File: config.mk
export PLATFORM = sky130hd
export DESIGN_NAME = pcrl_ram
export DESIGN_NICKNAME = d
export VERILOG_FILES = /design/src/hw/rtl/pcrl_ram.sv
export SDC_FILE = /design/constraint.sdc
export NUM_CORES = 1
export LEC_CHECK = 0
export ABC_AREA = 0
export BUFFER_PORTS_ARGS = -buffer_cell sky130_fd_sc_hd__buf_4
export CAP_MARGIN = 20
export CORE_UTILIZATION = 55
export CTS_CLUSTER_DIAMETER = 60
export DETAILED_ROUTE_END_ITERATION = 7
export HOLD_SLACK_MARGIN = 0.03
export PLACE_DENSITY = 0.76
export SLEW_MARGIN = 20
export SYNTH_ARGS = -nofsm -noshare
export SYNTH_HDL_FRONTEND = slang
export SYNTH_SLANG_ARGS = --single-unit
File: constraint.sdc
create_clock -name clk -period 1.9 [get_ports clk]
set_clock_uncertainty 0.1 [all_clocks]
set_input_delay 0.095 -clock clk [delete_from_list [all_inputs] [get_ports clk]]
set_output_delay 0.095 -clock clk [all_outputs]
set_load 0.005 [all_outputs]
File: src/hw/rtl/pcrl_ram.sv
// ----------------------------------------------------------------------------
// Generic RAM
// Single write port, single read port with registered read data.
// ----------------------------------------------------------------------------
module pcrl_ram #(
  parameter int WIDTH = 8,
  parameter int DEPTH = 32,
  parameter int AW    = (DEPTH > 1) ? $clog2(DEPTH) : 1
) (
  input  logic             clk,
  input  logic             we,
  input  logic [AW-1:0]    waddr,
  input  logic [WIDTH-1:0] wdata,
  input  logic [AW-1:0]    raddr,
  output logic [WIDTH-1:0] rdata
);

  logic [WIDTH-1:0] mem [DEPTH];

  always_ff @(posedge clk) begin
    if (we) begin
      mem[waddr] <= wdata;
    end
    rdata <= mem[raddr];
  end

endmodule
==> flow_summary.ini <==
[worst_setup_path]
r2r_start = mem[21][5]$_DFFE_PP_
cp-end-kind = flip-flop
r2r-end = rdata[5]$_DFF_P_
critical_path_required_ns = 2.20
path_cells = mux4_2 > mux4_2 > mux2_2
crit_top_cell = mux4_2
worstPathMaxFanout = 1
ff2ff_path_depth = 3
r2r_slack_ns = -0.06
arrival_ns = 2.26
setup.worst_path.start = mem[21][5]$_DFFE_PP_
slowest_delay_ns = 0.56
critPathSlowestCell = mux4_2
critPathKind = reg -> reg
start_kind = flip-flop

[global_route]
grtUsageTotal = 0.222
grt_max_degree = 33
grt_antenna_before_repair = 0
grt_pass1_wl_um = 29200
grt_overflow = 0
grt_pass1_vias = 4760

[timing]
hold_violations = 0
max_slew_margin = 0.660
setup-violations-final = 3
fin_crit_ns = 1.96
worst_pin_slew_ns = 0.508
worst_slack_ns = -0.0612
rsz0062_at_grt = true
max_freq_mhz = 510
setup-tns-final_ns = -0.0956
fin_crit_sh = 1.03
final_max_slew_viol_count = 0

[detailed_routing]
first_pass_iters = 4
drt-wirelength-per-cell_um = 26.2
viasPerCell = 6.15
routed_wl_um = 19700
ant_nets = 0
drt_iter0_drc = 399
remaining_drc_errors = 0
via_count = 4631

[yosys]
synth-adder-area-share = 0
yosys.area_share.simple = 0.0207
synth.largest_area_cell = edfxtp_1
synth_area_mm2 = 0.0101
synth_compound_area_frac = 0
synthCells = 417
yosysMostFrequentCell = edfxtp_1
synth_edf_count = 256
ys_seq_area_frac = 0.781
ys_dominant_reg_cell = edfxtp_1
synth.distinct_cells = 15
synth.avg_cell_area_um2 = 24.1
synth.net_count = 437
synth-seq-cells = 264
async_flop_share = 0
yosys-top-cells-area = edfxtp_1, mux4_2, dfxtp_1
synth_xor_area_frac = 0
yosysWarnings = 0
yosys-top-cells-count = edfxtp_1, mux4_2, nor2_1
synthMuxAreaShare = 0.188
synth_top_cell_area_share = 0.765
synth_top_family_by_area = multiplexers

[placement]
dp_cells = 696
port_buffers = 27
gp_congestion = 0.800
dpl.hpwl_um = 12600

[layout]
antenna_cells_inserted = 0
stdcell_count = 753
final_nets = 527
area_delta_synth_final_pct = 16.6
drive_gt1_frac = 0.370

[worst_hold_path]
min_path_type = in -> reg
holdPathStages = 3
holdPathEnd = rdata[3]$_DFF_P_
min_from = raddr[4]

[floorplanning]
top_level_ports = 28
die-area_mm2 = 0.0188
start_util = 0.560
die_h_um = 137
core-area_mm2 = 0.0180
die_x_um = 137
num_rows = 49

[clock_tree]
htreeDepth = 1
cts.sinks = 264
clk_path_buf_depth = 3
cts_tree = yes
post_cts_buffers = 0
cts_made_buffers = 26
clk_latency_ns = 0.53
clock-root-buffer = clkbuf_16
cts.clk_slew.worst_paths_ns = 0.06

[run_status]
status = finished with violations
violations = negative setup slack

[pwr]
power.leakage_nw = 3.77
p_per_area_mw_per_mm2 = 999
irDropWorstVdd_mv = 0.831

[run]
drv_cap = 0
==> critical path, delay by kind of cell, from the launching register on <==
kind / cells / cell delay (ns)
flops: 1 / 0.36
mux: 3 / 1.37
==> how the worst max path moves through the flow <==
stage                     cells after the start          endpoint
after floorplan                               4  rdata[0]$_DFF_P_
after global placement                        5  rdata[3]$_DFF_P_
after detailed placement                      5  rdata[3]$_DFF_P_
after CTS                                     3  rdata[5]$_DFF_P_
after global routing                          3  rdata[5]$_DFF_P_
final                                         3  rdata[5]$_DFF_P_
==> power breakdown <==
| group | switching [mW] | leakage [nW] | internal [mW] |
|---|---|---|---|
| clock | 2.03 | 0.354 | 2.49 |
| sequential | 0.0269 | 2.37 | 6.47 |
| combinational | 0.344 | 1.04 | 0.334 |
| total | 2.41 | 3.77 | 9.30 |
==> cell usage in the layout (no fill, tap or decap), types with 4 or more instances in the layout <==
cell           count
buf_12             6
buf_4             64
clkbuf_16         26
clkinv_1          10
clkinvlp_4         4
dfxtp_1            8
dlygate4sd3_1     12
edfxtp_1         256
mux2_2             5
mux4_2            80
nand3b_1           5
nor2_1            33
==> what timing repair did <==
| action | CTS | global route |
|---|---|---|
| hold endpoints to repair | 268 | 0 |
| endpoints found under the setup margin | 4 | 5 |
| resized for setup | 2 | 1 |
| hold buffers | 12 | 0 |
==> kinds of logic after synthesis <==
kind of cell,Yosys count
buffers and inverters,20
AND/OR/NAND/NOR,45
flip-flops,264
multiplexers,88
==> registers in the layout (all words and copies together), names as in the netlist <==
signal and cells:
mem 256, rdata 8
==> stage by stage <==
step                 util  hold WS [ns]  area (um^2)  power, mW  setup slack, ns
floorplan               -        0.0939        10100       6.96           0.0195
global placement    0.603         0.366        10800       7.25           -0.256
CTS                 0.652        0.0484        11700       11.8          -0.0661
finish              0.652        0.0649        11700       11.7          -0.0612
detailed placement  0.603         0.365        10800       7.28           -0.269
global route        0.652        0.0569        11700       12.0          -0.0845
==> layout make-up <==
type                       instances  area (um^2)
clock buffer                      28          658
sequential                       264         7850
multi-input combinational        133         2110
tap                              229          287
clock inverter                    17         93.8
fill                            1138         6250
timing repair buffer              82          721
==> metal layers <==
| layer | vias up | GRT usage | share of wire | wire, um |
|---|---|---|---|---|
| li1 | 1961 | - | - | - |
| met1 | 2437 | 0.319 | 0.40 | 7990 |
| met2 | 201 | 0.351 | 0.50 | 9820 |
| met3 | 32 | 0.0375 | 0.072 | 1430 |
| met4 | 0 | 0.0757 | 0.025 | 499 |
| met5 | - | 0 | 0 | 0 |
No activity file was read; power rests on OpenSTA's default activity.
